$ cat config.mk
export PLATFORM = sky130hd
export DESIGN_NAME = key_quoted_value_tokenizer
export DESIGN_NICKNAME = d
export VERILOG_FILES = /design/src/design/kqvt_pkg.sv /design/src/design/kqvt_scan.sv /design/src/design/kqvt_fifo.sv /design/src/design/key_quoted_value_tokenizer.sv
export SDC_FILE = /design/constraint.sdc
export NUM_CORES = 1
export LEC_CHECK = 0
export BUFFER_PORTS_ARGS = -buffer_cell sky130_fd_sc_hd__buf_4
export CORE_ASPECT_RATIO = 0.8
export CORE_MARGIN = 2
export CORE_UTILIZATION = 35
export CTS_BUF_LIST = sky130_fd_sc_hd__clkbuf_8
export DETAILED_ROUTE_END_ITERATION = 8
export GPL_TIMING_DRIVEN = 0
export PLACE_DENSITY = 0.59
export SYNTH_ARGS = -nofsm -noshare
export SYNTH_HDL_FRONTEND = slang
export SYNTH_SLANG_ARGS = --single-unit
$ cat constraint.sdc
create_clock -name clk_i -period 3.9 [get_ports clk_i]
set_input_delay 0 -clock clk_i [delete_from_list [all_inputs] [get_ports clk_i]]
set_output_delay 0 -clock clk_i [all_outputs]
set_load 0.05 [all_outputs]
$ cat src/design/kqvt_pkg.sv
// ----------------------------------------------------------------------------
// kqvt_pkg
// Types, codes and character constants of the key / quoted-value tokenizer.
// ----------------------------------------------------------------------------
package kqvt_pkg;

  localparam int unsigned KEY_LEN_W   = 8;
  localparam int unsigned VAL_LEN_W   = 12;
  localparam int unsigned CFG_IDX_W   = 1;
  localparam int unsigned CFG_DATA_W  = 12;
  localparam int unsigned FIFO_DEPTH  = 4;
  localparam int unsigned FIFO_PTR_W  = $clog2(FIFO_DEPTH);
  localparam int unsigned FIFO_CNT_W  = $clog2(FIFO_DEPTH + 1);

  localparam logic [KEY_LEN_W-1:0] KEY_MAX_RST = 8'd31;
  localparam logic [VAL_LEN_W-1:0] VAL_MAX_RST = 12'd255;

  // register indexes
  localparam logic [CFG_IDX_W-1:0] REG_KEY_MAX = 1'b0;
  localparam logic [CFG_IDX_W-1:0] REG_VAL_MAX = 1'b1;

  localparam logic [7:0] CH_SPACE = 8'h20;
  localparam logic [7:0] CH_TAB   = 8'h09;
  localparam logic [7:0] CH_CR    = 8'h0D;
  localparam logic [7:0] CH_NL    = 8'h0A;
  localparam logic [7:0] CH_HASH  = 8'h23;
  localparam logic [7:0] CH_QUOTE = 8'h22;

  typedef enum logic [2:0] {
    ST_SKIP    = 3'd0,
    ST_COMMENT = 3'd1,
    ST_KEY     = 3'd2,
    ST_SEEK    = 3'd3,
    ST_VALUE   = 3'd4,
    ST_QUOTE   = 3'd5
  } scan_e;

  typedef enum logic [2:0] {
    KIND_KEY   = 3'd0,
    KIND_VALUE = 3'd1,
    KIND_END   = 3'd2,
    KIND_DONE  = 3'd3,
    KIND_ERROR = 3'd4
  } kind_e;

  typedef enum logic [2:0] {
    ERR_NONE     = 3'd0,
    ERR_KEY_LONG = 3'd1,
    ERR_KEY_EOT  = 3'd2,
    ERR_VAL_OPEN = 3'd3,
    ERR_VAL_LONG = 3'd4
  } err_e;

  typedef struct packed {
    kind_e      kind;
    logic [7:0] data;
    err_e       code;
  } res_t;

  // results produced by one accepted item
  typedef struct packed {
    logic [1:0] num;
    res_t       r0;
    res_t       r1;
  } push_t;

  function automatic res_t mk_res(kind_e kind, logic [7:0] data, err_e code);
    res_t r;
    r.kind = kind;
    r.data = data;
    r.code = code;
    return r;
  endfunction

endpackage

$ cat src/design/kqvt_scan.sv
// ----------------------------------------------------------------------------
// kqvt_scan
// Scanner state machine: consumes one text item per transfer and produces
// up to two results for the result queue.
// ----------------------------------------------------------------------------
module kqvt_scan (
  input  logic                           clk_i,
  input  logic                           rst_ni,
  input  logic                           fire_i,
  input  logic [7:0]                     text_byte_i,
  input  logic                           end_of_text_i,
  input  logic [kqvt_pkg::KEY_LEN_W-1:0] key_max_i,
  input  logic [kqvt_pkg::VAL_LEN_W-1:0] val_max_i,
  output kqvt_pkg::push_t                push_o
);
  import kqvt_pkg::*;

  scan_e                state_q, state_d;
  logic [KEY_LEN_W-1:0] key_cnt_q, key_cnt_d;
  logic [VAL_LEN_W-1:0] val_cnt_q, val_cnt_d;

  logic is_blank, is_key_end, is_quote, is_hash;
  logic key_full, val_full, bk_full;
  logic bk_emit;
  res_t bk_res;

  assign is_key_end = (text_byte_i == CH_SPACE) || (text_byte_i == CH_CR) ||
                      (text_byte_i == CH_NL);
  assign is_blank   = is_key_end || (text_byte_i == CH_TAB);
  assign is_quote   = (text_byte_i == CH_QUOTE);
  assign is_hash    = (text_byte_i == CH_HASH);
  assign key_full   = (key_cnt_q >= key_max_i);
  assign val_full   = (val_cnt_q >= val_max_i);
  // a new key starts from a zero count, so only a zero limit makes it full
  assign bk_full    = (key_max_i == '0);

  // first byte before a key
  always_comb begin
    bk_emit = !is_blank && !is_hash;
    if (bk_full) begin
      bk_res = mk_res(KIND_ERROR, 8'h00, ERR_KEY_LONG);
    end else begin
      bk_res = mk_res(KIND_KEY, text_byte_i, ERR_NONE);
    end
  end

  // next state
  always_comb begin
    state_d   = state_q;
    key_cnt_d = key_cnt_q;
    val_cnt_d = val_cnt_q;
    if (fire_i) begin
      if (end_of_text_i) begin
        state_d   = ST_SKIP;
        key_cnt_d = '0;
        val_cnt_d = '0;
      end else begin
        unique case (state_q)
          ST_COMMENT: begin
            if (text_byte_i == CH_NL) state_d = ST_SKIP;
          end
          ST_KEY: begin
            if (is_key_end) begin
              state_d = ST_SEEK;
            end else if (key_full) begin
              state_d   = ST_SKIP;
              key_cnt_d = '0;
              val_cnt_d = '0;
            end else begin
              key_cnt_d = key_cnt_q + 1'b1;
            end
          end
          ST_SEEK: begin
            if (is_quote) begin
              val_cnt_d = '0;
              state_d   = ST_VALUE;
            end
          end
          ST_VALUE: begin
            if (is_quote) begin
              state_d = ST_QUOTE;
            end else if (val_full) begin
              state_d   = ST_SKIP;
              key_cnt_d = '0;
              val_cnt_d = '0;
            end else begin
              val_cnt_d = val_cnt_q + 1'b1;
            end
          end
          ST_QUOTE: begin
            if (is_quote) begin
              if (val_full) begin
                state_d   = ST_SKIP;
                key_cnt_d = '0;
                val_cnt_d = '0;
              end else begin
                state_d   = ST_VALUE;
                val_cnt_d = val_cnt_q + 1'b1;
              end
            end else begin
              // pair closed, byte may start the next key
              key_cnt_d = '0;
              val_cnt_d = '0;
              state_d   = ST_SKIP;
              if (is_hash) begin
                state_d = ST_COMMENT;
              end else if (bk_emit && !bk_full) begin
                state_d   = ST_KEY;
                key_cnt_d = KEY_LEN_W'(1);
              end
            end
          end
          default: begin
            // skipping, and recovery from unused codes
            key_cnt_d = '0;
            val_cnt_d = '0;
            state_d   = ST_SKIP;
            if (is_hash) begin
              state_d = ST_COMMENT;
            end else if (bk_emit && !bk_full) begin
              state_d   = ST_KEY;
              key_cnt_d = KEY_LEN_W'(1);
            end
          end
        endcase
      end
    end
  end

  // results
  always_comb begin
    push_o.num = 2'd0;
    push_o.r0  = mk_res(KIND_DONE, 8'h00, ERR_NONE);
    push_o.r1  = mk_res(KIND_DONE, 8'h00, ERR_NONE);
    if (fire_i) begin
      if (end_of_text_i) begin
        push_o.num = 2'd1;
        unique case (state_q)
          ST_KEY: push_o.r0 = mk_res(KIND_ERROR, 8'h00, ERR_KEY_EOT);
          ST_SEEK, ST_VALUE: push_o.r0 = mk_res(KIND_ERROR, 8'h00, ERR_VAL_OPEN);
          ST_QUOTE: begin
            push_o.num = 2'd2;
            push_o.r0  = mk_res(KIND_END, 8'h00, ERR_NONE);
          end
          default: push_o.r0 = mk_res(KIND_DONE, 8'h00, ERR_NONE);
        endcase
      end else begin
        unique case (state_q)
          ST_COMMENT, ST_SEEK: push_o.num = 2'd0;
          ST_KEY: begin
            if (!is_key_end) begin
              push_o.num = 2'd1;
              push_o.r0  = key_full ? mk_res(KIND_ERROR, 8'h00, ERR_KEY_LONG)
                                    : mk_res(KIND_KEY, text_byte_i, ERR_NONE);
            end
          end
          ST_VALUE, ST_QUOTE: begin
            if (is_quote == (state_q == ST_QUOTE)) begin
              push_o.num = 2'd1;
              push_o.r0  = val_full ? mk_res(KIND_ERROR, 8'h00, ERR_VAL_LONG)
                                    : mk_res(KIND_VALUE, text_byte_i, ERR_NONE);
            end else if (state_q == ST_QUOTE) begin
              push_o.num = bk_emit ? 2'd2 : 2'd1;
              push_o.r0  = mk_res(KIND_END, 8'h00, ERR_NONE);
              push_o.r1  = bk_res;
            end
          end
          default: begin
            if (bk_emit) begin
              push_o.num = 2'd1;
              push_o.r0  = bk_res;
            end
          end
        endcase
      end
    end
  end

  always_ff @(posedge clk_i or negedge rst_ni) begin
    if (!rst_ni) begin
      state_q   <= ST_SKIP;
      key_cnt_q <= '0;
      val_cnt_q <= '0;
    end else begin
      state_q   <= state_d;
      key_cnt_q <= key_cnt_d;
      val_cnt_q <= val_cnt_d;
    end
  end

endmodule

$ cat src/design/kqvt_fifo.sv
// ----------------------------------------------------------------------------
// kqvt_fifo
// Small result queue: takes up to two results a cycle, hands out one when ready.
// ----------------------------------------------------------------------------
module kqvt_fifo (
  input  logic            clk_i,
  input  logic            rst_ni,
  input  kqvt_pkg::push_t push_i,
  output logic            room_o,
  output logic            out_valid_o,
  input  logic            out_ready_i,
  output kqvt_pkg::res_t  head_o
);
  import kqvt_pkg::*;

  res_t                  mem_q [FIFO_DEPTH];
  logic [FIFO_PTR_W-1:0] wr_ptr_q, wr_ptr_d;
  logic [FIFO_PTR_W-1:0] rd_ptr_q, rd_ptr_d;
  logic [FIFO_CNT_W-1:0] cnt_q, cnt_d;
  logic                  pop;

  assign out_valid_o = (cnt_q != '0);
  assign pop         = out_valid_o && out_ready_i;
  // room for a two-result item
  assign room_o      = (cnt_q <= FIFO_CNT_W'(FIFO_DEPTH - 2));
  assign head_o      = mem_q[rd_ptr_q];

  always_comb begin
    wr_ptr_d = wr_ptr_q + FIFO_PTR_W'(push_i.num);
    rd_ptr_d = rd_ptr_q + FIFO_PTR_W'(pop);
    cnt_d    = cnt_q + FIFO_CNT_W'(push_i.num) - FIFO_CNT_W'(pop);
  end

  always_ff @(posedge clk_i) begin
    if (push_i.num != 2'd0) mem_q[wr_ptr_q] <= push_i.r0;
    if (push_i.num == 2'd2) mem_q[wr_ptr_q + 1'b1] <= push_i.r1;
  end

  always_ff @(posedge clk_i or negedge rst_ni) begin
    if (!rst_ni) begin
      wr_ptr_q <= '0;
      rd_ptr_q <= '0;
      cnt_q    <= '0;
    end else begin
      wr_ptr_q <= wr_ptr_d;
      rd_ptr_q <= rd_ptr_d;
      cnt_q    <= cnt_d;
    end
  end

endmodule

$ cat src/design/key_quoted_value_tokenizer.sv
// ----------------------------------------------------------------------------
// key_quoted_value_tokenizer
// Streams key bytes, quoted value bytes and pair marks out of config text.
// ----------------------------------------------------------------------------
// One text item is taken per cycle and scanned in the cycle of its transfer;
// its results (at most two) land in a four-entry result queue that drains one
// result per cycle. in_ready_o is low while the queue holds three or more
// results, so the input rate is set by the output side: one item per cycle
// while results are taken every cycle. An item that yields two results (a pair
// end followed by another result) leaves one extra result queued; once such
// items have built the backlog up to three results, the input waits until one is taken.
// Key and value bytes leave before their pair is complete; on an error result
// the consumer drops the open pair.
// Register writes are always accepted and act on the next item.
module key_quoted_value_tokenizer (
  input  logic                            clk_i,
  input  logic                            rst_ni,
  input  logic                            cfg_valid_i,
  output logic                            cfg_ready_o,
  input  logic [kqvt_pkg::CFG_IDX_W-1:0]  cfg_index_i,
  input  logic [kqvt_pkg::CFG_DATA_W-1:0] cfg_data_i,
  input  logic                            in_valid_i,
  output logic                            in_ready_o,
  input  logic [7:0]                      text_byte_i,
  input  logic                            end_of_text_i,
  output logic                            out_valid_o,
  input  logic                            out_ready_i,
  output logic [2:0]                      kind_o,
  output logic [7:0]                      out_byte_o,
  output logic [2:0]                      error_code_o
);
  import kqvt_pkg::*;

  logic [KEY_LEN_W-1:0] key_max_q;
  logic [VAL_LEN_W-1:0] val_max_q;
  logic                 fire;
  push_t                push;
  res_t                 head;

  assign cfg_ready_o = 1'b1;
  assign fire        = in_valid_i && in_ready_o;

  always_ff @(posedge clk_i or negedge rst_ni) begin
    if (!rst_ni) begin
      key_max_q <= KEY_MAX_RST;
      val_max_q <= VAL_MAX_RST;
    end else if (cfg_valid_i) begin
      unique case (cfg_index_i)
        REG_KEY_MAX: key_max_q <= cfg_data_i[KEY_LEN_W-1:0];
        REG_VAL_MAX: val_max_q <= cfg_data_i[VAL_LEN_W-1:0];
        default: ;
      endcase
    end
  end

  kqvt_scan u_scan (
    .clk_i         (clk_i),
    .rst_ni        (rst_ni),
    .fire_i        (fire),
    .text_byte_i   (text_byte_i),
    .end_of_text_i (end_of_text_i),
    .key_max_i     (key_max_q),
    .val_max_i     (val_max_q),
    .push_o        (push)
  );

  kqvt_fifo u_fifo (
    .clk_i       (clk_i),
    .rst_ni      (rst_ni),
    .push_i      (push),
    .room_o      (in_ready_o),
    .out_valid_o (out_valid_o),
    .out_ready_i (out_ready_i),
    .head_o      (head)
  );

  assign kind_o       = head.kind;
  assign out_byte_o   = head.data;
  assign error_code_o = head.code;

endmodule

# Word level (Yosys, flattened, before mapping)
# Memories as Yosys holds them, arrays and structs flattened.
# Cells that the tools add are included.
# Widths: inputs -> output; s select.
[totals] in_bits=27 elab_cells=113 ram_bits=56 register_bits=50 memories=1 output_inout_bits=17
[op_classes] addsub=7 reduce_logical=21 order_cmp=3 bitwise=1 eq_ne=22 n_mux=50
[memory_table] memory="u_fifo.mem_q" words=4 word_bits=14 rd=1 rd_clocked_by_memory_dff=0 write_ports=2 line_no="kqvt_fifo.sv:16" rtl="res_t mem_q [FIFO_DEPTH];"
[op_table] op="$mux 12" count=7
[op_table] op="$mux 14" count=6
[op_table] op="$pmux 14 s3" count=2
[op_table] op="$mux 30" count=2
[op_table] op="$pmux 12 s5" count=1
[op_table] op="$mux 8" count=7
[op_table] op="$mux 16" count=2
[op_table] op="$pmux 8 s4" count=1
[op_table] op="$mux 15" count=2
[op_table] op="$mux 3" count=10
[op_table] op="$eq 8x4->1 const B" count=3
[op_table] op="$eq 8x6->1 const B" count=3
[op_table] op="$pmux 3 s5" count=1
[op_table] op="$add 12x1->12 const B" count=1
[op_table] op="$ge 12x12->1" count=1
[op_table] op="$ne 3x2->1 const B" count=3
[op_table] op="$add 8x1->8 const B" count=1
[op_table] op="$ge 8x8->1" count=1
[op_table] op="$logic_not 8->1" count=1
[op_table] op="$ne 4x2->1 const B" count=2
[op_table] op="$eq 3x2->1 const B" count=2
[op_table] op="$eq 3x3->1 const B" count=2
[op_table] op="$mux 2" count=3
[op_table] op="$ne 3x3->1 const B" count=2
[op_table] op="24 further kinds" count=38

# Depth between registers and ports, before layout
# Gate-level depths: netlist of run 1.
[depth] depth_word=15 mapped_depth=15

# By module
# From an unflattened synthesis of run 1, not the netlist that was laid out.
[unflattened] hier_cells=567 hier_area_um2=6668.9
[by_module_without_submodules] mod="kqvt_fifo" cells_per_inst=175 seq_area_each_um2=1856.8 instances=1 area_per_inst_um2=3163.0
[by_module_without_submodules] mod="kqvt_scan" cells_per_inst=345 seq_area_each_um2=575.6 instances=1 area_per_inst_um2=2723.9
[by_module_without_submodules] mod="key_quoted_value_tokenizer" cells_per_inst=47 seq_area_each_um2=516.7 instances=1 area_per_inst_um2=782.0

# Least setup slack after synthesis of run 1
# No wires, ideal clock.
[synth_timing] kind="register to register" startpoint="reg u_fifo.cnt_q[0]" endpoint="reg u_fifo.cnt_q[2]" stages_incl_launch_ff=12 arrival_ns=3.428 required_ns=3.777 slack_ns=0.350 n_path_buf=0 period_less_slack_ns=3.550 path_cell_list="dfrtp_1 > a21oi_1 > nand2_1 > nor2_1 > o21ai_2 > or2_2 > a21boi_0 > ha_1 > inv_1 > ha_1 > fa_1 > xnor2_1"
[synth_via] elab_chain_cells=5 elab_cells_between_ends=7
[synth_lines] item="from (decl)" line_no="kqvt_fifo.sv:19" rtl="logic [FIFO_CNT_W-1:0] cnt_q, cnt_d;"
[synth_lines] item="from (signal assigned)" line_no="kqvt_fifo.sv:47" rtl="cnt_q <= cnt_d;"
[synth_lines] item="$le 3x2->1" line_no="kqvt_fifo.sv:25" rtl="assign room_o = (cnt_q <= FIFO_CNT_W'(FIFO_DEPTH - 2));"
[synth_lines] item="named net in_ready_o" line_no="key_quoted_value_tokenizer.sv:23" rtl="output logic in_ready_o,"
[synth_lines] item="$logic_and 1x1->1" line_no="key_quoted_value_tokenizer.sv:41" rtl="assign fire = in_valid_i && in_ready_o;"
[synth_lines] item="$mux 30" line_no="kqvt_scan.sv:135" rtl="if (fire_i) begin"
[synth_lines] item="$add 3x2->3" line_no="kqvt_fifo.sv:31" rtl="cnt_d = cnt_q + FIFO_CNT_W'(push_i.num) - FIFO_CNT_W'(pop);"
[synth_lines] item="$sub 3x1->3" line_no="kqvt_fifo.sv:31"
[synth_lines] item="named net u_fifo.cnt_d[2]" line_no="kqvt_fifo.sv:19"
# The timed path passes the listed nets, and every way through them passes these cells.
# A chain may end at the register's enable or synchronous reset.

# Final worst setup path of run 1
[layout_timing] startpoint="reg u_scan.state_q[2]" endpoint="reg u_fifo.cnt_q[2]"
[layout_via] elab_chain_cells=8 elab_cells_between_ends=16
[layout_lines] item="from (decl)" line_no="kqvt_scan.sv:18" rtl="scan_e state_q, state_d;"
[layout_lines] item="from (signal assigned)" line_no="kqvt_scan.sv:185" rtl="state_q <= state_d;"
[layout_lines] item="$eq 3x3->1"
[layout_lines] item="$mux 30 / $eq 1x1->1 (equally long branches)" line_no="kqvt_scan.sv:162, kqvt_scan.sv:158"
[layout_lines] item="$mux 16" line_no="kqvt_scan.sv:158" rtl="if (is_quote == (state_q == ST_QUOTE)) begin"
[layout_lines] item="$pmux 2 s3" line_no="kqvt_scan.sv:148" rtl="unique case (state_q)"
[layout_lines] item="$mux 16 (*)" line_no="kqvt_scan.sv:136" rtl="if (end_of_text_i) begin"
[layout_lines] item="$mux 30 (*)" line_no="kqvt_scan.sv:135"
[layout_lines] item="$add 3x2->3 (*)" line_no="kqvt_fifo.sv:31"
[layout_lines] item="$sub 3x1->3 (*)" line_no="kqvt_fifo.sv:31"
[layout_lines] item="named net u_fifo.cnt_d[2]" line_no="kqvt_fifo.sv:19"
# The timed path passes the listed nets; every way through them passes the cells marked *.

==> results of run 1 <==
-- layout make-up --
type / instances / area, um2 / share of cell area [%]
Sequential cell: 106 / 2869 / 40.27
Clock inverter: 7 / 75.07 / 1.054
Multi-Input combinational cell: 414 / 3024 / 42.45
Inverter: 32 / 120.1 / 1.686
Buffer: 18 / 82.58 / 1.159
Tap cell: 225 / 281.5 / 3.952
Timing Repair Buffer: 65 / 548.0 / 7.692
Clock buffer: 9 / 123.9 / 1.739
-- metal layers --
metal | vias to the layer above | global-route usage, % | wire, um
met5 | - | 0 | 0
met4 | 0 | 6.717 | 325
met3 | 30 | 3.258 | 691
met2 | 119 | 24.92 | 6621
met1 | 2359 | 24.11 | 7068
li1 | 2281 | - | -
-- per-stage QoR --
stage | hold WS, ns | cell area, um2
detailed placement | 0.06836 | 6669
global route | 0.02610 | 7124
floorplan | -0.2956 | 6080
CTS | 0.002613 | 7108
global placement | 0.06095 | 6669
finish | 0.02626 | 7124
-- logic make-up (layout without fill, tap and decap cells) --
logic type	Yosys count	count (layout)	share of synthesized area, %
other	1	1	0.06168
xor gates and xnor gates	5	5	0.7204
adders and majority gates	29	29	6.092
muxes	31	31	8.294
DFF	106	106	47.19
buffers and inverters	51	131	3.396
AOI/OAI and AO/OA	142	142	15.85
and+or+nand+nor	206	206	18.40
-- sequential cells by signal, indices dropped and copies added, names as in the netlist, 3 cells and up --
signal,flops
u_fifo.mem_q,56
u_fifo.cnt_q,3
u_scan.val_cnt_q,12
u_scan.state_q,3
val_max_q,12
key_max_q,8
u_scan.key_cnt_q,8
-- power by group --
group / switching (uW) / internal, uW / total [uW]
Sequential: 101 / 1330 / 1430
Combinational: 955 / 539 / 1490
Clock: 394 / 303 / 697
-- layout by cell type, fill, tap and decap left out, types with 4 or more instances in the layout --
cell,count
sky130_fd_sc_hd__mux4_2,14
sky130_fd_sc_hd__inv_1,31
sky130_fd_sc_hd__dfstp_2,13
sky130_fd_sc_hd__o21ai_0,39
sky130_fd_sc_hd__a21oi_1,22
sky130_fd_sc_hd__mux2_2,15
sky130_fd_sc_hd__nand2b_1,16
sky130_fd_sc_hd__clkbuf_8,9
sky130_fd_sc_hd__a22o_1,4
sky130_fd_sc_hd__edfxtp_1,48
sky130_fd_sc_hd__and3_1,9
sky130_fd_sc_hd__o31ai_1,4
sky130_fd_sc_hd__or3_1,5
sky130_fd_sc_hd__nand3_1,19
sky130_fd_sc_hd__and2_1,18
sky130_fd_sc_hd__nor2_1,27
sky130_fd_sc_hd__o21ai_1,15
sky130_fd_sc_hd__dlygate4sd3_1,24
sky130_fd_sc_hd__nor4_1,4
sky130_fd_sc_hd__clkbuf_1,8
sky130_fd_sc_hd__dfxtp_1,8
sky130_fd_sc_hd__o211ai_1,8
sky130_fd_sc_hd__nor2b_2,7
sky130_fd_sc_hd__dfrtp_1,37
sky130_fd_sc_hd__nor3_1,15
sky130_fd_sc_hd__nand4_1,5
sky130_fd_sc_hd__nand2_1,46
sky130_fd_sc_hd__ha_1,27
sky130_fd_sc_hd__o22ai_1,18
sky130_fd_sc_hd__nor2b_1,13
sky130_fd_sc_hd__buf_4,43
sky130_fd_sc_hd__a211oi_1,4
sky130_fd_sc_hd__buf_2,6
-- tightest hold or removal path: cells and delay by family --
| family | cells | cell delay (ns) |
|---|---|---|
| buffers and inverters | 1 | 0.11 |
| and+or+nand+nor | 1 | 0.10 |
| muxes | 1 | 0.16 |
-- how the worst max path moves through the flow --
| stage | start | endpoint | slack, ns | cells past startpoint |
|---|---|---|---|---|
| detailed placement | u_scan.state_q[1]$_DFFE_PN0P_ | u_fifo.cnt_q[2]$_DFF_PN0_ | 0.20 | 15 |
| CTS | u_scan.state_q[1]$_DFFE_PN0P_ | u_fifo.cnt_q[2]$_DFF_PN0_ | 0.16 | 15 |
| global route | u_scan.state_q[2]$_DFFE_PN0P_ | u_fifo.mem_q[2][12]$_DFFE_PP_ | 0.04 | 11 |
| floorplan | u_fifo.cnt_q[0]$_DFF_PN0_ | u_fifo.cnt_q[2]$_DFF_PN0_ | 0.35 | 11 |
| finish | u_scan.state_q[2]$_DFFE_PN0P_ | u_fifo.cnt_q[2]$_DFF_PN0_ | 0.22 | 15 |
| global placement | u_scan.state_q[1]$_DFFE_PN0P_ | u_fifo.cnt_q[2]$_DFF_PN0_ | 0.25 | 15 |
-- synth_stat cells (16+ instances only) --
| cell | count |
|---|---|
| sky130_fd_sc_hd__nor2_1 | 27 |
| sky130_fd_sc_hd__o22ai_1 | 18 |
| sky130_fd_sc_hd__edfxtp_1 | 48 |
| sky130_fd_sc_hd__nand2_1 | 49 |
| sky130_fd_sc_hd__a21oi_1 | 22 |
| sky130_fd_sc_hd__o21ai_0 | 39 |
| sky130_fd_sc_hd__dfrtp_1 | 37 |
| sky130_fd_sc_hd__inv_1 | 31 |
| sky130_fd_sc_hd__ha_1 | 28 |
| sky130_fd_sc_hd__nand2b_1 | 16 |
| sky130_fd_sc_hd__nand3_1 | 19 |
| sky130_fd_sc_hd__and2_1 | 18 |
-- what timing repair did --
item / 4_1_cts / 5_1_grt
endpoints found under the hold margin: 78 / 0
resized for setup: 0 / 7
hold buffers: 24 / 0
setup endpoints to repair: 0 / 56
==> impl_metrics.prom, run 1 <==
# TYPE chip_impl_metric gauge
chip_impl_info{name="result_of_the_run",value="completed"} 1
chip_impl_metric{name="synth_cells",unit=""} 571
chip_impl_metric{name="post_synth_instance_area",unit="um2"} 6080
chip_impl_metric{name="post-synth-top-area-fraction",unit="%"} 23.71
chip_impl_metric{name="dr.pass1.iters",unit=""} 5
chip_impl_info{name="grt_setup_unrepaired",value="no"} 1
chip_impl_metric{name="clk_path_buf_depth",unit=""} 2
chip_impl_metric{name="asyncSetResetFlopFracSynth",unit="%"} 47.17
chip_impl_info{name="start_kind",value="register"} 1
chip_impl_metric{name="total_power",unit="uW"} 3623
chip_impl_metric{name="dp.final_hpwl",unit="um"} 10750
chip_impl_metric{name="num_io_pins",unit=""} 44
chip_impl_metric{name="core_area",unit="um2"} 17160
chip_impl_metric{name="syn_area_per_cell",unit="um2"} 10.65
chip_impl_metric{name="peakVddDrop",unit="V"} 0.0002270
chip_impl_metric{name="grt_overflow_total",unit=""} 0
chip_impl_metric{name="cp_max_fo",unit=""} 10
chip_impl_metric{name="worst_ep_arrival_time",unit="ns"} 3.95
chip_impl_metric{name="drt-total-wl",unit="um"} 14710
chip_impl_metric{name="layoutNonFillerInstCount",unit=""} 876
chip_impl_info{name="path_cells",value="buf_2, and2b_1, nand2_1, clkinv_1, ha_2, o22ai_1, o21ai_1, a21oi_1, or2_2, a21boi_1, ha_1, inv_1, ha_1, fa_1, xnor2_1"} 1
chip_impl_metric{name="synthesized_nets",unit=""} 627
chip_impl_metric{name="placementRows",unit=""} 43
chip_impl_metric{name="netlist-cell-type-count",unit=""} 71
chip_impl_metric{name="post_synth_edffs",unit=""} 48
chip_impl_metric{name="viasPerCell",unit=""} 5.467
chip_impl_metric{name="cp.required",unit="ns"} 4.18
chip_impl_metric{name="layout_min_cycle_time",unit="ns"} 3.678
chip_impl_metric{name="dieHeight",unit="um"} 121.9
chip_impl_metric{name="worst_slew_pin_slew",unit="ns"} 0.9129
chip_impl_metric{name="final.period_utilization",unit="%"} 94.32
chip_impl_metric{name="antenna_found_initial",unit=""} 0
chip_impl_info{name="synth_area_leaders",value="sky130_fd_sc_hd__edfxtp_1 (24%), sky130_fd_sc_hd__dfrtp_1 (15%), sky130_fd_sc_hd__ha_1 (5.8%)"} 1
chip_impl_metric{name="ys_seq_elements",unit=""} 106
chip_impl_metric{name="cts_sinks",unit=""} 106
chip_impl_metric{name="fin_setup_tns",unit="ns"} 0
chip_impl_metric{name="grt_start_max_net_pins",unit=""} 51
chip_impl_metric{name="final-hold-violation-count",unit=""} 0
chip_impl_metric{name="total_leakage_power",unit="uW"} 0.002749
chip_impl_info{name="slowest_stage",value="sky130_fd_sc_hd__dfrtp_1"} 1
chip_impl_metric{name="io_buffers",unit=""} 41
chip_impl_info{name="worst_hold_path_type",value="input port to register"} 1
chip_impl_metric{name="min_delay_path_depth",unit=""} 3
chip_impl_info{name="timing.setup.critical_path_class",value="register to register"} 1
chip_impl_metric{name="drt_drc_violations_left",unit=""} 0
chip_impl_metric{name="avgRoutedWirePerCell",unit="um"} 16.79
chip_impl_metric{name="timing.slew.headroom",unit="%"} 38.50
chip_impl_info{name="synth_area_leader_cell",value="sky130_fd_sc_hd__edfxtp_1"} 1
chip_impl_metric{name="design.final.nets",unit=""} 702
chip_impl_metric{name="cts-buffers-inserted",unit=""} 9
chip_impl_metric{name="placed_cells_incl_taps",unit=""} 837
chip_impl_metric{name="power.density_cell_area",unit="nW/um2"} 508.6
chip_impl_metric{name="ys_warn_count",unit=""} 0
chip_impl_metric{name="clock_tree.htree_level_count",unit=""} 3
chip_impl_info{name="tritoncts",value="built"} 1
chip_impl_metric{name="finalSetupViolCount",unit=""} 0
chip_impl_metric{name="floorplan.die_area",unit="um2"} 18450
chip_impl_metric{name="first_pass_grt_wire_length",unit="um"} 23900
chip_impl_info{name="holdPathEnd",value="val_max_q[1]$_DFFE_PN1P_"} 1
chip_impl_metric{name="ant_nets",unit=""} 0
chip_impl_info{name="crit_top_cell",value="sky130_fd_sc_hd__ha_1"} 1
chip_impl_metric{name="layout-drive-gt1-share",unit="%"} 20.43
chip_impl_metric{name="post-route-worst-setup-slack",unit="ns"} 0.2216
chip_impl_info{name="reg2reg_from",value="u_scan.state_q[2]$_DFFE_PN0P_"} 1
chip_impl_metric{name="synth_sequential_area_ratio",unit="%"} 47.19
chip_impl_metric{name="n_antenna_cell",unit=""} 0
chip_impl_metric{name="finalWeightedCongestion",unit=""} 0.9833
chip_impl_metric{name="syn2layout_area_growth",unit="%"} 17.18
chip_impl_metric{name="grt_util_all_layers",unit="%"} 16.78
chip_impl_metric{name="start_util",unit="%"} 35.42
chip_impl_metric{name="dp_worst_setup_slack",unit="ns"} 0.1998
chip_impl_metric{name="n_fill_cell",unit=""} 1609
chip_impl_metric{name="via_count_of_the_first_global_routing_pass",unit=""} 4551
chip_impl_info{name="worstReg2RegEnd",value="u_fifo.cnt_q[2]$_DFF_PN0_"} 1
chip_impl_metric{name="fp.dieW",unit="um"} 151.4
chip_impl_metric{name="worstPathBufferInverterCount",unit=""} 3
chip_impl_metric{name="r2r_slack",unit="ns"} 0.22
chip_impl_metric{name="dr.first_iter.drc_count",unit=""} 415
chip_impl_metric{name="maxcap_viol_count",unit=""} 0
chip_impl_info{name="synth-main-ff-cell",value="sky130_fd_sc_hd__edfxtp_1"} 1
chip_impl_info{name="clock_tree.root_cell",value="sky130_fd_sc_hd__clkbuf_8"} 1
chip_impl_metric{name="clock-skew-final",unit="ns"} 0.01468
chip_impl_metric{name="cts_setup_buffers",unit=""} 0
chip_impl_info{name="worst_path_dominant_cell_family",value="adder cells"} 1
chip_impl_info{name="endpoint_kind",value="register"} 1
chip_impl_metric{name="clkLatencyLatePin",unit="ns"} 0.39
chip_impl_info{name="worstHoldStart",value="cfg_valid_i"} 1
chip_impl_metric{name="finalMaxSlewViolations",unit=""} 0
chip_impl_metric{name="max_stage_delay",unit="ns"} 0.46
chip_impl_metric{name="detailroute.via_count",unit=""} 4789
chip_impl_metric{name="cts.clk_slew.worst_paths",unit="ns"} 0.09
chip_impl_metric{name="worstRegToRegCells",unit=""} 15
chip_impl_metric{name="finish.utilization",unit="%"} 41.51
chip_impl_metric{name="max_freq",unit="MHz"} 271.9
(Power assumes the default switching activity.)
==> run 2, diff against run 1 <==
--- a/config.mk
+++ b/config.mk
@@ -5,6 +5,7 @@
 export SDC_FILE = /design/constraint.sdc
 export NUM_CORES = 1
 export LEC_CHECK = 0
+export ABC_AREA = 1
 export BUFFER_PORTS_ARGS = -buffer_cell sky130_fd_sc_hd__buf_4
 export CORE_ASPECT_RATIO = 0.8
 export CORE_MARGIN = 2
==> impl_metrics.prom, run 2 <==
# TYPE chip_impl_metric gauge
chip_impl_metric{name="power.combinational.fraction",unit="%"} 47.1
chip_impl_metric{name="largest_register_ff_count",unit=""} 56
chip_impl_metric{name="clock_tree.htree_level_count",unit=""} 3
chip_impl_metric{name="drt-total-wl",unit="um"} 17130
chip_impl_metric{name="via_count_of_the_first_global_routing_pass",unit=""} 5351
chip_impl_metric{name="cts_setup_buffers",unit=""} 0
chip_impl_info{name="layout_common_cells",value="sky130_fd_sc_hd__nand2_1 (291), sky130_fd_sc_hd__inv_1 (98), sky130_fd_sc_hd__nor2_1 (91), sky130_fd_sc_hd__o21ai_0 (81), sky130_fd_sc_hd__edfxtp_1 (48)"} 1
chip_impl_metric{name="layout_min_cycle_time",unit="ns"} 3.186
chip_impl_metric{name="synth_cells",unit=""} 887
chip_impl_metric{name="finalHoldWorstSlack",unit="ns"} 0.01503
chip_impl_metric{name="placementRows",unit=""} 44
chip_impl_info{name="path_cells",value="nand2_2, inv_2, nand2_1, clkinv_2, ha_1, inv_1, nand3_4, o21ai_4, inv_2, nand3_4, nand2_1, nand2_1"} 1
chip_impl_metric{name="syn_area_per_cell",unit="um2"} 7.408
chip_impl_metric{name="grt_start_max_net_pins",unit=""} 51
chip_impl_metric{name="finalSetupViolCount",unit=""} 0
chip_impl_metric{name="synthesized_nets",unit=""} 943
chip_impl_metric{name="layout.area.seq",unit="um2"} 2869
chip_impl_metric{name="cts.clk_slew.worst_paths",unit="ns"} 0.11
chip_impl_metric{name="finalMaxSlewViolations",unit=""} 0
chip_impl_metric{name="worst_ep_arrival_time",unit="ns"} 3.22
chip_impl_info{name="final_common_cell",value="sky130_fd_sc_hd__nand2_1"} 1
chip_impl_metric{name="multi_input_area",unit="um2"} 3187
chip_impl_metric{name="post_synth_edffs",unit=""} 48
chip_impl_metric{name="fp.dieW",unit="um"} 157.2
chip_impl_metric{name="finalWeightedCongestion",unit=""} 0.8758
chip_impl_metric{name="dr.pass1.iters",unit=""} 5
chip_impl_metric{name="share_seq_of_total_power",unit="%"} 35.3
chip_impl_metric{name="layoutNonFillerInstCount",unit=""} 1211
chip_impl_info{name="grt_setup_unrepaired",value="no"} 1
chip_impl_metric{name="placed_cells_incl_taps",unit=""} 1182
chip_impl_info{name="synth-main-ff-cell",value="sky130_fd_sc_hd__edfxtp_1"} 1
chip_impl_metric{name="sw_frac_of_total",unit="%"} 46.79
chip_impl_metric{name="clock-skew-final",unit="ns"} 0.01733
chip_impl_metric{name="clkLatencyLatePin",unit="ns"} 0.39
chip_impl_metric{name="layout-drive-gt1-share",unit="%"} 10.86
chip_impl_metric{name="dieHeight",unit="um"} 126.6
chip_impl_metric{name="io_buffers",unit=""} 42
chip_impl_info{name="endpoint_kind",value="register"} 1
chip_impl_metric{name="post_synth_instance_area",unit="um2"} 6571
chip_impl_metric{name="cts.repair.resized",unit=""} 0
chip_impl_metric{name="cp_max_fo",unit=""} 12
chip_impl_info{name="tritoncts",value="built"} 1
chip_impl_metric{name="dp.final_hpwl",unit="um"} 12540
chip_impl_metric{name="grt_util_all_layers",unit="%"} 17.38
chip_impl_metric{name="net_switching_power_figure",unit="uW"} 1954
chip_impl_metric{name="r2r_slack",unit="ns"} 0.71
chip_impl_metric{name="first_pass_grt_wire_length",unit="um"} 27410
chip_impl_metric{name="maxcap_viol_count",unit=""} 0
chip_impl_metric{name="ys_seq_elements",unit=""} 106
chip_impl_info{name="result_of_the_run",value="completed"} 1
chip_impl_metric{name="cts_sinks",unit=""} 106
chip_impl_info{name="registers.top_by_ff_count",value="u_fifo.mem_q"} 1
chip_impl_metric{name="power.share.clock",unit="%"} 17.6
chip_impl_info{name="synth_area_leaders",value="sky130_fd_sc_hd__edfxtp_1 (22%), sky130_fd_sc_hd__nand2_1 (17%), sky130_fd_sc_hd__dfrtp_1 (14%)"} 1
chip_impl_metric{name="avgRoutedWirePerCell",unit="um"} 14.15
chip_impl_metric{name="timing.slew.headroom",unit="%"} 52.10
chip_impl_metric{name="design.final.nets",unit=""} 1009
chip_impl_metric{name="worst_slew_pin_slew",unit="ns"} 0.7167
chip_impl_metric{name="max_stage_delay",unit="ns"} 0.57
chip_impl_metric{name="final-hold-violation-count",unit=""} 0
chip_impl_metric{name="cp.required",unit="ns"} 3.93
chip_impl_metric{name="ctsHoldBuffers",unit=""} 13
chip_impl_info{name="synth_area_leader_cell",value="sky130_fd_sc_hd__edfxtp_1"} 1
chip_impl_metric{name="num_io_pins",unit=""} 44
chip_impl_info{name="synthTopCellsByCount",value="sky130_fd_sc_hd__nand2_1 (291), sky130_fd_sc_hd__inv_1 (97), sky130_fd_sc_hd__nor2_1 (91)"} 1
chip_impl_metric{name="cellInternalPower",unit="uW"} 2222
chip_impl_metric{name="synth_sequential_area_ratio",unit="%"} 43.66
chip_impl_metric{name="asyncSetResetFlopFracSynth",unit="%"} 47.17
chip_impl_info{name="post-synth-top-count-cell",value="sky130_fd_sc_hd__nand2_1"} 1
chip_impl_metric{name="peakVddDrop",unit="V"} 0.0002881
chip_impl_metric{name="grt_overflow_total",unit=""} 0
chip_impl_metric{name="total_power",unit="uW"} 4176
chip_impl_metric{name="antenna_found_initial",unit=""} 0
chip_impl_metric{name="fin_setup_tns",unit="ns"} 0
chip_impl_info{name="clock_tree.root_cell",value="sky130_fd_sc_hd__clkbuf_8"} 1
chip_impl_info{name="slowest_stage",value="sky130_fd_sc_hd__nand2_1"} 1
chip_impl_metric{name="viasPerCell",unit=""} 4.919
chip_impl_metric{name="detailroute.via_count",unit=""} 5957
chip_impl_metric{name="finish.utilization",unit="%"} 41.24
chip_impl_metric{name="ys_warn_count",unit=""} 0
chip_impl_metric{name="n_fill_cell",unit=""} 1922
chip_impl_info{name="crit_top_cell",value="sky130_fd_sc_hd__nand2_1"} 1
chip_impl_metric{name="core_area",unit="um2"} 18280
chip_impl_metric{name="floorplan.die_area",unit="um2"} 19890
chip_impl_metric{name="post-synth-top-area-fraction",unit="%"} 21.93
chip_impl_metric{name="drt_drc_violations_left",unit=""} 0
chip_impl_metric{name="cts-buffers-inserted",unit=""} 9
chip_impl_info{name="start_kind",value="register"} 1
chip_impl_metric{name="power.density_cell_area",unit="nW/um2"} 554.0
chip_impl_info{name="reg.largest.list",value="u_fifo.mem_q x56, u_scan.val_cnt_q x12, val_max_q x12"} 1
chip_impl_metric{name="n_antenna_cell",unit=""} 0
chip_impl_info{name="timing.setup.critical_path_class",value="register to register"} 1
chip_impl_info{name="worst_hold_path_type",value="input port to register"} 1
chip_impl_metric{name="max_freq",unit="MHz"} 313.8
chip_impl_metric{name="total_leakage_power",unit="uW"} 0.003565
chip_impl_metric{name="syn2layout_area_growth",unit="%"} 14.72
chip_impl_metric{name="netlist-cell-type-count",unit=""} 43
chip_impl_metric{name="final.period_utilization",unit="%"} 81.70
chip_impl_metric{name="clk_path_buf_depth",unit=""} 2
chip_impl_metric{name="start_util",unit="%"} 35.95
chip_impl_metric{name="ant_nets",unit=""} 0
chip_impl_metric{name="dr.first_iter.drc_count",unit=""} 497
==> run 2: changes by cell type in the layout (fill, tap and decap cells not counted), moves of 16 or more <==
cell / previous run / this run
sky130_fd_sc_hd__o21ai_0: 39 / 81
sky130_fd_sc_hd__inv_1: 31 / 98
sky130_fd_sc_hd__nand2b_1: 16 / 0
sky130_fd_sc_hd__nor2_1: 27 / 91
sky130_fd_sc_hd__and2_1: 18 / 0
sky130_fd_sc_hd__nand2_1: 46 / 291
==> run 2: metrics by stage <==
stage,cell area (um2),worst slack [ns]
after floorplan,6571,1.129
after global placement,7203,0.7615
after detailed placement,7203,0.7460
after CTS,7538,0.7266
after global routing,7538,0.4951
final,7538,0.7137
==> run 2: cell type report <==
class                      count  area share (%)
timing repair buffer          55           5.909
tap                          253           4.199
clock buffer                   9           1.643
buffer                        18           1.095
sequential                   106           38.06
multi-input combinational    648           42.27
clock inverter                 7           1.079
inverter                     115           5.743
==> run 2: cells by family (layout without fill, tap and decap cells) <==
logic type | count (synthesis) | after routing | synth area share [%]
AO/OA/AOI/OAI | 149 | 149 | 12.40
adder cells (fa/ha/maj) | 29 | 29 | 5.636
flip-flops | 106 | 106 | 43.66
buffers and inverters | 133 | 204 | 7.844
AND/OR/NAND/NOR | 456 | 456 | 28.67
XOR/XNOR | 13 | 13 | 1.733
other | 1 | 1 | 0.05707
==> run 2: final timing paths <==
kind / start / depth (start not counted) / endpoint
max: u_scan.state_q[2]$_DFFE_PN0P_ / 12 / u_fifo.mem_q[0][3]$_DFFE_PP_
min: cfg_valid_i / 4 / val_max_q[9]$_DFFE_PN0P_
max reg2reg: u_scan.state_q[2]$_DFFE_PN0P_ / 12 / u_fifo.mem_q[0][3]$_DFFE_PP_
min reg2reg: u_fifo.mem_q[1][2]$_SDFFE_PP0P_ / 2 / u_fifo.mem_q[1][2]$_SDFFE_PP0P_
max in group asynchronous: rst_ni / 2 / u_fifo.wr_ptr_q[1]$_DFF_PN0_
min in group asynchronous: rst_ni / 2 / key_max_q[6]$_DFFE_PN0P_
==> run 2: power groups by stage <==
stage               sequential [uW]  clock [uW]  combinational (uW)
detailed placement             1500           0                1950
global route                   1500         793                2150
floorplan                      1460           0                1390
finish                         1470         736                1970
global placement               1500           0                1940
CTS                            1480         754                1960
==> run 2: metal layers <==
metal	GRT usage, %	vias up	wire length, um
met4	3.850	0	153
met5	0	-	0
met3	2.904	14	1052
met1	25.82	2723	8569
li1	-	3015	-
met2	26.56	205	7358
==> run 2: critical path, delay by kind of cell, from the launching register on <==
family                     cells  cell delay, ns
adders and majority gates      1            0.32
AOI/OAI and AO/OA              1            0.27
DFF                            1            0.46
and+or+nand+nor                6            1.31
buffers and inverters          4            0.48
